## config.mk

```make
export PLATFORM = sky130hd
export DESIGN_NAME = gbc_ctrl
export DESIGN_NICKNAME = d
export VERILOG_FILES = /design/src/sv/gbc_pkg.sv /design/src/sv/gbc_ctrl.sv
export SDC_FILE = /design/constraint.sdc
export NUM_CORES = 1
export LEC_CHECK = 0
export BUFFER_PORTS_ARGS = -buffer_cell sky130_fd_sc_hd__buf_4
export CAP_MARGIN = 0
export CORE_AREA = 2 2 39 41
export CTS_BUF_LIST = sky130_fd_sc_hd__clkbuf_2
export CTS_CLUSTER_SIZE = 12
export DETAILED_ROUTE_END_ITERATION = 16
export DIE_AREA = 0 0 41 43
export GPL_TIMING_DRIVEN = 0
export PLACE_DENSITY = 0.74
export SLEW_MARGIN = 10
export SYNTH_ARGS = -nofsm -noshare
export SYNTH_HDL_FRONTEND = slang
export SYNTH_SLANG_ARGS = --single-unit
```

## constraint.sdc

```tcl
create_clock -name clk_i -period 1.3 [get_ports clk_i]
set_input_delay 0.13 -clock clk_i [delete_from_list [all_inputs] [get_ports clk_i]]
set_output_delay 0.13 -clock clk_i [all_outputs]
set_load 0.1 [all_outputs]
```

## src/sv/gbc_pkg.sv

```systemverilog
// ----------------------------------------------------------------------------
// gbc_pkg
// Shared types and constants for the Gaussian naive Bayes scorer.
// ----------------------------------------------------------------------------
package gbc_pkg;

  localparam int unsigned MaxFeatures = 64;
  localparam int unsigned FracBits    = 16;
  localparam int unsigned AddrW       = 7;
  localparam int unsigned TabDepth    = 2 * MaxFeatures;

  localparam logic [31:0] PriorReset = 32'hFFFF_4E8E;
  localparam logic [31:0] Ln2Q30     = 32'd744261118;
  localparam logic [31:0] Log2TwoPiF = 32'd2847022291 >> (30 - FracBits);

  localparam logic [1:0] CmdLoad  = 2'd0;
  localparam logic [1:0] CmdTest  = 2'd1;
  localparam logic [1:0] CmdClear = 2'd2;

  localparam logic CfgPriorBenign  = 1'b0;
  localparam logic CfgPriorMalware = 1'b1;

  localparam logic signed [47:0] AccMax = {1'b0, {47{1'b1}}};
  localparam logic signed [47:0] AccMin = {1'b1, {47{1'b0}}};
  localparam logic [48:0]        TermCap = 49'h1_0000_0000_0000;

  typedef struct packed {
    logic [1:0]  cmd;
    logic [5:0]  feature_index;
    logic        class_sel;
    logic [31:0] value;
    logic [31:0] variance;
    logic        last_feature;
    logic        actual_label;
  } item_t;

  typedef enum logic [3:0] {
    OpNone, OpLoadStart, OpDivStep, OpLogStep, OpLoadWrite, OpClear,
    OpRdB, OpDiffB, OpSqB, OpMulB, OpAccB, OpRdM, OpDiffM, OpSqM, OpMulM, OpAccM
  } op_e;

  typedef struct packed {
    op_e  op;
    logic latch;
    logic finish;
    logic emit;
  } ctrl_t;

  typedef struct packed {
    logic div_done;
    logic log_done;
    logic idx_ok;
    logic last;
    logic [1:0] cmd;
  } stat_t;

endpackage

```

## src/sv/gbc_ctrl.sv

```systemverilog
// ----------------------------------------------------------------------------
// gbc_ctrl
// Sequencer: steps loads through the divide and log units and tests through
// the score pipeline, and runs the output handshake.
// ----------------------------------------------------------------------------
module gbc_ctrl (
  input  logic           clk_i,
  input  logic           rst_ni,
  input  logic           in_valid,
  output logic           in_stall,
  output logic           out_valid,
  input  logic           out_stall,
  input  gbc_pkg::stat_t stat_i,
  output gbc_pkg::ctrl_t ctrl_o
);
  import gbc_pkg::*;

  typedef enum logic [2:0] {
    StIdle, StDecode, StDiv, StLog, StWrite, StScore, StDone
  } state_e;

  state_e state_q;
  op_e    sop_q;
  logic   out_valid_q;
  logic   blocked;

  assign blocked   = out_valid_q && !out_stall;
  assign in_stall  = (state_q != StIdle) || (out_valid_q && out_stall);
  assign out_valid = out_valid_q;

  always_comb begin
    ctrl_o        = '0;
    ctrl_o.latch  = in_valid && !in_stall;
    unique case (state_q)
      StDecode: ctrl_o.op = (stat_i.cmd == CmdLoad && stat_i.idx_ok) ? OpLoadStart :
                            (stat_i.cmd == CmdClear) ? OpClear : OpNone;
      StDiv:    ctrl_o.op = OpDivStep;
      StLog:    ctrl_o.op = OpLogStep;
      StWrite:  ctrl_o.op = OpLoadWrite;
      StScore:  ctrl_o.op = sop_q;
      StDone: begin
        ctrl_o.finish = 1'b1;
        ctrl_o.emit   = 1'b1;
      end
      default:  ctrl_o.op = OpNone;
    endcase
  end

  always_ff @(posedge clk_i or negedge rst_ni) begin
    if (!rst_ni) begin
      state_q     <= StIdle;
      sop_q       <= OpRdB;
      out_valid_q <= 1'b0;
    end else begin
      if (blocked) out_valid_q <= 1'b0;
      unique case (state_q)
        StIdle: if (in_valid && !in_stall) state_q <= StDecode;
        StDecode: begin
          priority if (stat_i.cmd == CmdLoad && stat_i.idx_ok) state_q <= StDiv;
          else if (stat_i.cmd == CmdTest && stat_i.idx_ok) begin
            sop_q <= OpRdB; state_q <= StScore;
          end else if (stat_i.cmd == CmdTest && stat_i.last) state_q <= StDone;
          else state_q <= StIdle;
        end
        StDiv:   if (stat_i.div_done) state_q <= StLog;
        StLog:   if (stat_i.log_done) state_q <= StWrite;
        StWrite: state_q <= StIdle;
        StScore: begin
          if (sop_q == OpAccM) state_q <= stat_i.last ? StDone : StIdle;
          else sop_q <= op_e'(sop_q + 4'd1);
        end
        StDone: begin
          out_valid_q <= 1'b1;
          state_q     <= StIdle;
        end
        default: state_q <= StIdle;
      endcase
    end
  end

  a_no_overrun: assert property (@(posedge clk_i) disable iff (!rst_ni)
    state_q == StDone |-> !out_valid_q || !out_stall || 1'b1 && !(out_valid_q && out_stall))
    else $error("result overwritten");
  a_idle_accept: assert property (@(posedge clk_i) disable iff (!rst_ni)
    ctrl_o.latch |-> state_q == StIdle)
    else $error("accept outside idle");
  a_score_seq: assert property (@(posedge clk_i) disable iff (!rst_ni)
    state_q == StScore && sop_q == OpAccB |=> sop_q == OpRdM)
    else $error("score sequence broken");
endmodule

```

## Word level (Yosys, flattened, before mapping)

Cells that the tools add are included.
W data, S select, Z words.

| word-level totals | value |
|---|---|
| flip-flop bits (word level) | 8 |
| input port bits | 10 |

| operators by class | value |
|---|---|
| $add $sub $neg | 1 |
| eq/ne operators | 16 |
| multiplexer cells | 19 |
| reductions and logical operators | 16 |

Operator list:

| operator | number |
|---|---|
| $mux W3 | 10 |
| $pmux W4 S5 | 1 |
| $pmux W3 S5 | 1 |
| $ne A2 B2 Y1 const B | 7 |
| $mux W4 | 3 |
| $eq A3 B3 Y1 const B | 3 |
| $pmux W4 S2 | 1 |
| $reduce_and A4 Y1 | 2 |
| $eq A3 B2 Y1 const B | 2 |
| $logic_and A1 B1 Y1 | 6 |
| $add A4 B1 Y4 const B | 1 |
| $eq A4 B4 Y1 const B | 1 |
| $reduce_bool A2 Y1 | 2 |
| $eq A3 B1 Y1 const B | 1 |
| $logic_not A3 Y1 | 1 |
| $reduce_bool A3 Y1 | 1 |
| $eq A2 B1 Y1 const B | 1 |
| $eq A2 B2 Y1 const B | 1 |
| $logic_not A1 Y1 | 2 |
| $logic_not A2 Y1 | 1 |
| $mux W1 | 2 |
| $mux W2 | 1 |
| $logic_or A1 B1 Y1 | 1 |

## Depth between registers and ports, before layout

Gate-level depths: netlist (run 1).

| depth | value |
|---|---|
| depth in word-level cells | 6 |
| gate-level depth with buffers | 5 |
| depth with buffers taken out | 5 |

## Worst setup path after synthesis (run 1)

No wires, ideal clock.

| timing path | value |
|---|---|
| kind | register -> output |
| from | register state_q[2] |
| to | output port ctrl_o[1] (netlist bit) |
| arrival time | 3461 ps |
| setup slack | -2291 ps |
| cell stages (with the launch flop) | 5 |
| path buffers | 2 |
| path through | dfrtp_1 -> buf_2 -> inv_2 -> nor3b_1 -> buf_4 |

RTL lines:

| what | RTL line | source |
|---|---|---|
| start, declared | gbc_ctrl.sv:22 | `state_e state_q;` |
| start signal, assigned | gbc_ctrl.sv:51 | `state_q <= StIdle;` |
| start signal, assigned | gbc_ctrl.sv:57 | `StIdle: if (in_valid && !in_stall) state_q <= StDecode;` |
| start signal, assigned | gbc_ctrl.sv:59 | `priority if (stat_i.cmd == CmdLoad && stat_i.idx_ok) state_q <= StDiv;` |
| end, declared | gbc_ctrl.sv:14 | `output gbc_pkg::ctrl_t ctrl_o` |

==> results.json, run 1 <==
{
  "status": "complete, but fails checks",
  "violations": "negative setup slack",
  "pre_cts_slack_ns": -0.283,
  "grt_overflow": 0,
  "synth_top_area_share_pct": 25.3,
  "drtIter0Drc": 21,
  "ys_seq_area_share_pct": 34.2,
  "fin_crit_sh_pct": 123,
  "ant_nets": 0,
  "nFillCells": 63,
  "synth_flop_cell": "dfrtp_1",
  "min_period_ns": 1.60,
  "seqPwrFrac_pct": 15.4,
  "crit_required_ns": 1.17,
  "p_sw_share_pct": 53.0,
  "total_power_uw": 3310,
  "whs_ns": 0.0866,
  "cts.sinks": 8,
  "ys_async_sr_fraction_pct": 100,
  "hold_class": "in2reg",
  "hold_viol": 0,
  "syn_inst": 73,
  "avgRoutedWirePerCell_microns": 18.1,
  "fin_ws_ns": -0.302,
  "cp_max_fo": 4,
  "synth_commonest_cells": "dfrtp_1, inv_1, nand3_1",
  "antenna_cells": 0,
  "grt_pass1_wl_microns": 3590,
  "final_cell_area_sq_mm": 0.00122,
  "peakVddDrop_mv": 1.64,
  "p_int_uw": 1550,
  "io_pins": 19,
  "p_leak_uw": 0.000557,
  "gp_congestion": 0.732,
  "worst_ep_arrival_time_ns": 1.47,
  "drv_cap": 0,
  "worst_skew_pair.late_latency_ns": 0.28,
  "via_count": 747,
  "vias_per_cell": 5.84,
  "wl_microns": 2310,
  "grt_pass1_vias": 776,
  "synth_edf_count": 0,
  "p_sw_uw": 1750,
  "maxSlewHeadroom_pct": 75.8,
  "synth.area.top_cells": "dfrtp_1, dfstp_2, nand3_1, o21ai_0, inv_1",
  "power_density_mw_per_mm2": 2700,
  "clkTransAtPathRegs_ns": 0.11,
  "p_comb_share_pct": 78.9,
  "drc_errors": 0,
  "worst_slew_pin_slew_ns": 0.363,
  "finalClockSkew_ns": 0.0383,
  "synthDistinctLibCells": 35,
  "die_y_microns": 43,
  "yosys_register_bits": 8,
  "fin_setup_tns_ns": -2.85,
  "rows": 14,
  "dieArea_sq_mm": 0.00176,
  "track_usage_pct": 31.2,
  "rsz0062_at_grt": "yes",
  "htreeDepth": 1,
  "syn_area_per_cell_sq_um": 8.12,
  "numPortBuffers": 18,
  "setup_viol": 15,
  "die_w_microns": 41,
  "layout-drive-gt1-share_pct": 67.0,
  "root_buffer": "clkbuf_2",
  "p_clk_share_pct": 5.7,
  "drv_slew": 0,
  "dpl_cell_area_sq_um": 836,
  "dp_hpwl_microns": 1090,
  "nNetsFinal": 124,
  "endpoint_kind": "output pin",
  "antenna_found_initial": 0,
  "start_kind": "register",
  "syn-cell-area_sq_um": 593,
  "grt_max_degree": 10,
  "coreArea_sq_mm": 0.00138,
  "ctsLongestPathBuffers": 2,
  "max_freq_mhz": 624,
  "cts_tree": "done",
  "cts-buffers-inserted": 3,
  "firstDrtPassIters": 4,
  "syn_nets": 84,
  "yosysWarnings": 0,
  "area_growth_pct": 107,
  "synth.largest_area_cell": "dfrtp_1",
  "start_util_pct": 42.9,
  "path_class": "reg2out"
}
## metrics by stage
step	std cells	utilization, %
floorplan	73	-
global placement	107	60.4
detailed placement	107	60.4
CTS	124	83.9
global route	128	88.5
finish	128	88.5
## routing by layer
layer  up-vias  wire length (microns)  GRT usage, %
met5         -                      0             0
met4         0                     48          14.7
met3         6                    156          9.95
met2        33                   1200          49.1
met1       367                    903          36.4
li1        341                      -             -
## worst paths after layout
| kind | to | cells after the start | startpoint | slack, ns |
|---|---|---|---|---|
| setup reg to reg | sop_q[3] | 6 | state_q[1] | -0.15 |
| max in group asynchronous | sop_q[2] | 2 | rst_ni | 0.86 |
| hold reg to reg | sop_q[1] | 1 | sop_q[1] | 0.54 |
| setup / recovery | ctrl_o[2] | 4 | state_q[2] | -0.30 |
| hold / removal | out_valid | 2 | out_stall | 0.09 |
| min in group asynchronous | state_q[2] | 2 | rst_ni | 0.18 |
## registers in the layout (all words and copies together), names as in the netlist
register / cells
out_valid: 1
sop_q: 4
state_q: 3
## power by group through the flow
stage                     Clock, uW  Combinational (uW)  Sequential [uW]
after floorplan                   0                1380              478
after global placement            0                1700              452
after detailed placement          0                1710              457
after CTS                       182                2410              475
after global routing            203                2720              516
final                           188                2610              508
## layout make-up
class	instances	area [sq um]	area share, %
Multi-Input combinational cell	54	507	41.4
Timing Repair Buffer	35	385	31.5
Sequential cell	8	208	17.0
Buffer	4	53.8	4.39
Inverter	7	31.3	2.55
Clock buffer	4	20.0	1.63
Tap cell	16	20.0	1.63
## timing repair
item	4_1_cts	5_1_grt
setup buffers	11	4
pin swaps	9	6
setup endpoints to repair	13	15
hold buffers	1	0
cloned	1	1
gates resized for setup	48	12
endpoints found under the hold margin	8	0
## kinds of logic after synthesis
group           after synthesis  synth area share (%)
buf+inv                      11                  9.28
compound gates               20                  21.1
flops                         8                  34.2
mux                           1                  1.69
simple gates                 32                  31.6
fa+ha+maj                     1                  2.11
## cell usage in the layout (no fill, tap or decap), types with 2 or more instances in the layout
cell type	synthesis	routed
o21ai_1	3	4
buf_4	1	19
dfrtp_1	6	4
a21oi_2	0	2
inv_1	6	5
clkbuf_2	0	4
o21ai_0	5	2
nand2b_1	2	2
nor2_1	4	4
o21ai_2	0	2
buf_6	1	9
dfstp_2	2	2
nand3_1	6	2
nand2_4	1	3
nor2b_1	2	2
buf_12	0	9
nand4_1	2	2
and3_4	0	2
nand3_2	0	3
## worst max-delay path: stages, from the launching register on
cell and delay, ns:
dfrtp_2 0.47, buf_6 0.15, nor3_4 0.19, and3_4 0.21, buf_12 0.17
Note: power is estimated with default switching activity, not from simulation.
==> run 2, diff against run 1 <==
Settings changed: ABC_CLOCK_PERIOD_IN_PS set to 1550, PLACE_DENSITY 0.74 to 0.71.
Clock period 1.3 ns to 1.55 ns, I/O delays scaled along.
==> results.json, run 2 (synthesis results as in run 1) <==
{
  "dpl_cell_area_sq_um": 811,
  "ff2ff_setup_slack_ns": 0.05,
  "p_comb_share_pct": 77.6,
  "max_freq_mhz": 641,
  "path_class": "reg2out",
  "root_buffer": "clkbuf_2",
  "htreeDepth": 1,
  "crit_required_ns": 1.39,
  "setup_viol": 2,
  "grt_overflow": 0,
  "maxSlewHeadroom_pct": 79.6,
  "antenna_found_initial": 0,
  "violations": "negative setup slack",
  "whs_ns": 0.126,
  "drv_slew": 0,
  "hp-start": "out_stall",
  "gp_congestion": 0.789,
  "rr_endpoint": "state_q[0]",
  "worst_skew_pair.late_latency_ns": 0.25,
  "avgRoutedWirePerCell_microns": 14.8,
  "fin_ws_ns": -0.0102,
  "vias_per_cell": 5.79,
  "nFillCells": 104,
  "dieArea_sq_mm": 0.00176,
  "layout-drive-gt1-share_pct": 51.4,
  "p_clk_share_pct": 6.3,
  "cts-buffers-inserted": 3,
  "io_pins": 19,
  "hold_viol": 0,
  "status": "complete, but fails checks",
  "clkTransAtPathRegs_ns": 0.10,
  "peakVddDrop_mv": 1.24,
  "worst_slew_pin_slew_ns": 0.305,
  "fin_crit_sh_pct": 101,
  "nNetsFinal": 121,
  "p_sw_uw": 1280,
  "drc_errors": 0,
  "layout_common_cells": "buf_4, nand3_1, buf_12",
  "p_int_uw": 1090,
  "antenna_cells": 0,
  "via_count": 724,
  "grt_pass1_vias": 667,
  "grt_max_degree": 11,
  "cts.sinks": 8,
  "die_w_microns": 41,
  "top_register": "sop_q",
  "finalClockSkew_ns": 0.0226,
  "rr_worst_depth": 6,
  "cts_tree": "done",
  "holdPathEnd": "out_valid",
  "rows": 14,
  "numPortBuffers": 18,
  "largest_reg_flops": 4,
  "final_cell_area_sq_mm": 0.00105,
  "wl_microns": 1850,
  "cp_max_fo": 5,
  "endpoint_kind": "output pin",
  "p_sw_share_pct": 54.1,
  "hold_class": "in2reg",
  "dp_hpwl_microns": 1110,
  "track_usage_pct": 23.7,
  "power_density_mw_per_mm2": 2260,
  "ant_nets": 0,
  "p_leak_uw": 0.000523,
  "worst_ep_arrival_time_ns": 1.41,
  "total_power_uw": 2370,
  "seqPwrFrac_pct": 16.1,
  "min_period_ns": 1.56,
  "grt_pass1_wl_microns": 2760,
  "layout.cells.most_common": "buf_4",
  "ctsLongestPathBuffers": 2,
  "firstDrtPassIters": 4,
  "drtIter0Drc": 10,
  "die_y_microns": 43,
  "drv_cap": 0,
  "rsz0062_at_grt": "yes",
  "start_util_pct": 42.9,
  "r2r_start": "state_q[0]",
  "pre_cts_slack_ns": 0.0788,
  "coreArea_sq_mm": 0.00138,
  "area_growth_pct": 77.0,
  "start_kind": "register",
  "holdPathStages": 2
}
-- run 2: power by group through the flow --
stage          logic [uW]  registers [uW]  clock network (uW)
3_3_place_gp         1390             377                   0
5_1_grt              1950             395                 157
6_report             1840             381                 149
3_5_place_dp         1400             380                   0
4_1_cts              1650             375                 149
2_1_floorplan        1120             395                   0
-- run 2: worst max path at each step --
stage,start,endpoint,slack [ns]
2_1_floorplan,state_q[2],ctrl_o[1],-0.34
3_3_place_gp,state_q[0],ctrl_o[2],0.11
3_5_place_dp,state_q[0],ctrl_o[2],0.08
4_1_cts,state_q[1],ctrl_o[2],0.002
5_1_grt,state_q[2],ctrl_o[1],-0.08
6_report,state_q[2],ctrl_o[1],-0.01
-- run 2: critical path, cell delays in order, from the launching register on --
cell and delay (ns):
dfrtp_1 0.40, buf_6 0.15, inv_6 0.04, nor3b_4 0.28
buf_12 0.14, buf_16 0.16
-- run 2: area by class of cell --
| type | instances | area [sq um] | area share, % |
|---|---|---|---|
| clock buffers | 4 | 20.0 | 1.91 |
| flip-flops and latches | 8 | 204 | 19.4 |
| well taps | 16 | 20.0 | 1.91 |
| repair buffers | 32 | 327 | 31.1 |
| inverters | 7 | 31.3 | 2.98 |
| plain buffers | 4 | 53.8 | 5.13 |
| multi-input cells | 54 | 394 | 37.5 |
-- run 2: per-layer routing --
metal  global-route usage, %  part of all wire (%)
met5                       0                     0
met4                    15.3                   5.7
met3                    6.28                   6.1
met2                    38.4                    53
met1                    25.0                    35
-- run 2: stage by stage --
stage | std cells | utilization (%) | TNS [ns]
2_1_floorplan | 73 | - | -0.683
3_3_place_gp | 107 | 58.6 | 0
3_5_place_dp | 107 | 58.6 | 0
4_1_cts | 120 | 70.3 | 0
5_1_grt | 125 | 75.9 | -0.283
6_report | 125 | 75.9 | -0.0106
-- run 2: timing repair --
item | 4_1_cts | 5_1_grt
endpoints found under the hold margin | 8 | 0
hold buffers | 1 | 0
gates resized for setup | 18 | 9
pin swaps | 2 | 4
setup endpoints to repair | 6 | 7
buffers inserted | 7 | 5
gates cloned | 1 | 0
==> run 3, diff against run 2 <==
Settings changed: ABC_AREA set to 1, CORE_AREA 2 2 39 41 to unset, CORE_MARGIN set to 1, CORE_UTILIZATION set to 45, DIE_AREA 0 0 41 43 to unset, PLACE_DENSITY 0.71 to 0.72.
==> results.json, run 3 <==
{
  "syn_nets": 105,
  "finalClockSkew_ns": 0.00313,
  "numPortBuffers": 18,
  "drv_slew": 0,
  "antenna_found_initial": 0,
  "clkTransAtPathRegs_ns": 0.09,
  "die_y_microns": 38.6,
  "cts.sinks": 8,
  "cp_max_fo": 6,
  "synth_top_area_share_pct": 24.9,
  "largest_reg_flops": 4,
  "synthDistinctLibCells": 21,
  "pre_cts_slack_ns": 0.118,
  "root_buffer": "clkbuf_2",
  "cts-buffers-inserted": 3,
  "top_layer": "met4",
  "dpl_cell_area_sq_um": 815,
  "die_w_microns": 38.6,
  "worst_slew_pin_slew_ns": 0.278,
  "power_density_mw_per_mm2": 2300,
  "fin_crit_sh_pct": 101,
  "coreArea_sq_mm": 0.00117,
  "synth_edf_count": 0,
  "start_util_pct": 51.4,
  "ctsLongestPathBuffers": 2,
  "synth.most_common_cell": "nand2_1",
  "track_usage_pct": 22.3,
  "nNetsFinal": 139,
  "fin_ws_ns": -0.0134,
  "status": "complete, but fails checks",
  "whs_ns": 0.149,
  "layout-drive-gt1-share_pct": 47.2,
  "total_power_uw": 2370,
  "path_class": "reg2out",
  "nFillCells": 58,
  "gp_congestion": 0.791,
  "synth.largest_area_cell": "dfrtp_1",
  "ys_async_sr_fraction_pct": 100,
  "grt_max_degree": 10,
  "endpoint_kind": "output pin",
  "area_growth_pct": 71.1,
  "firstDrtPassIters": 4,
  "avgRoutedWirePerCell_microns": 12.2,
  "drtIter0Drc": 8,
  "maxSlewHeadroom_pct": 81.6,
  "cts_tree": "done",
  "peakVddDrop_mv": 1.32,
  "synth_flop_cell": "dfrtp_1",
  "min_period_ns": 1.56,
  "ant_nets": 0,
  "worst_skew_pair.late_latency_ns": 0.25,
  "syn_area_per_cell_sq_um": 6.40,
  "io_pins": 19,
  "htreeDepth": 1,
  "vias_per_cell": 5.11,
  "grt_pass1_wl_microns": 2190,
  "synth.area.top_cells": "dfrtp_1, nand2_1, nand3_1, nor2_1, dfstp_2",
  "drc_errors": 0,
  "layout_common_cells": "nand2_1, buf_4, inv_1, nand3_1, nor2_1",
  "synth_commonest_cells": "nand2_1, nor2_1, nand3_1",
  "met2_wirelength_microns": 900,
  "antenna_cells": 0,
  "dp_hpwl_microns": 1080,
  "top_register": "sop_q",
  "worst_ep_arrival_time_ns": 1.41,
  "wl_met3_microns": 77,
  "setup_viol": 1,
  "rsz0062_at_grt": "yes",
  "wl_microns": 1720,
  "dieArea_sq_mm": 0.00149,
  "fin_setup_tns_ns": -0.0134,
  "hold_class": "in2reg",
  "start_kind": "register",
  "final_cell_area_sq_mm": 0.00103,
  "rows": 12,
  "drv_cap": 0,
  "yosysWarnings": 0,
  "p_leak_uw": 0.000553,
  "yosys_register_bits": 8,
  "syn-cell-area_sq_um": 602,
  "via_count": 721,
  "violations": "negative setup slack",
  "ys_seq_area_share_pct": 33.7,
  "crit_required_ns": 1.39,
  "layout.cells.most_common": "nand2_1",
  "max_freq_mhz": 640,
  "grt_overflow": 0,
  "syn_inst": 94,
  "wl_met1_microns": 701,
  "hold_viol": 0,
  "grt_pass1_vias": 562
}
-- run 3: metrics by stage --
stage          cells  util, %
6_report         141     87.9
5_1_grt          141     87.9
4_1_cts          132     79.1
3_5_place_dp     126     69.6
3_3_place_gp     126     69.6
2_1_floorplan     94        -
-- run 3: layout make-up --
class                   instances  area [sq um]  area share [%]
flip-flops and latches          8           209            20.3
plain buffers                   2          22.5            2.19
inverters                      17          78.8            7.65
repair buffers                 29           285            27.7
well taps                      14          17.5            1.70
multi-input cells              67           397            38.5
clock buffers                   4          20.0            1.94
-- run 3: report_power, final --
group | total, uW | switching [uW] | leakage [uW] | internal (uW)
Combinational | 1800 | 1160 | 0.000441 | 642
Sequential | 417 | 103 | 0.0000950 | 314
Clock | 150 | 81.5 | 0.0000166 | 68.6
-- run 3: per-layer routing --
layer  global-route usage, %  up-vias
met2                    35.0       31
met3                    3.47        5
met5                       0        -
met4                    15.5        0
li1                        -      364
met1                    27.7      321
-- run 3: critical path, stage by stage (launching register included) --
cell and delay [ns]:
dfrtp_2 0.46, nand2_1 0.09, nor2_1 0.18, inv_1 0.09, nand4_1 0.14, buf_8 0.21
-- run 3: repair_timing --
item	in CTS	in global routing
gates resized for setup	21	10
hold endpoints to repair	8	0
hold buffers	1	0
setup buffers	1	9
pin swaps	3	2
setup endpoints to repair	7	8
-- run 3: cells by family (layout without fill, tap and decap cells) --
| kind of cell | Yosys count | count (layout) | synth area share (%) |
|---|---|---|---|
| AND/OR/NAND/NOR | 60 | 60 | 44.5 |
| adder cells (fa/ha/maj) | 1 | 1 | 2.08 |
| flip-flops | 8 | 8 | 33.7 |
| AO/OA/AOI/OAI | 6 | 6 | 5.82 |
| buffers and inverters | 19 | 52 | 13.9 |
-- run 3: path summary, 6_finish.rpt --
path	cells past startpoint	from	to	slack, ns
worst max-delay path	5	state_q[0]	ctrl_o[3]	-0.01
worst min-delay path	3	out_stall	out_valid	0.15
worst max register to register	7	sop_q[1]	state_q[2]	0.04
worst min register to register	2	sop_q[2]	sop_q[2]	0.54
max in group asynchronous	2	rst_ni	sop_q[2]	1.09
min in group asynchronous	2	rst_ni	sop_q[0]	0.25
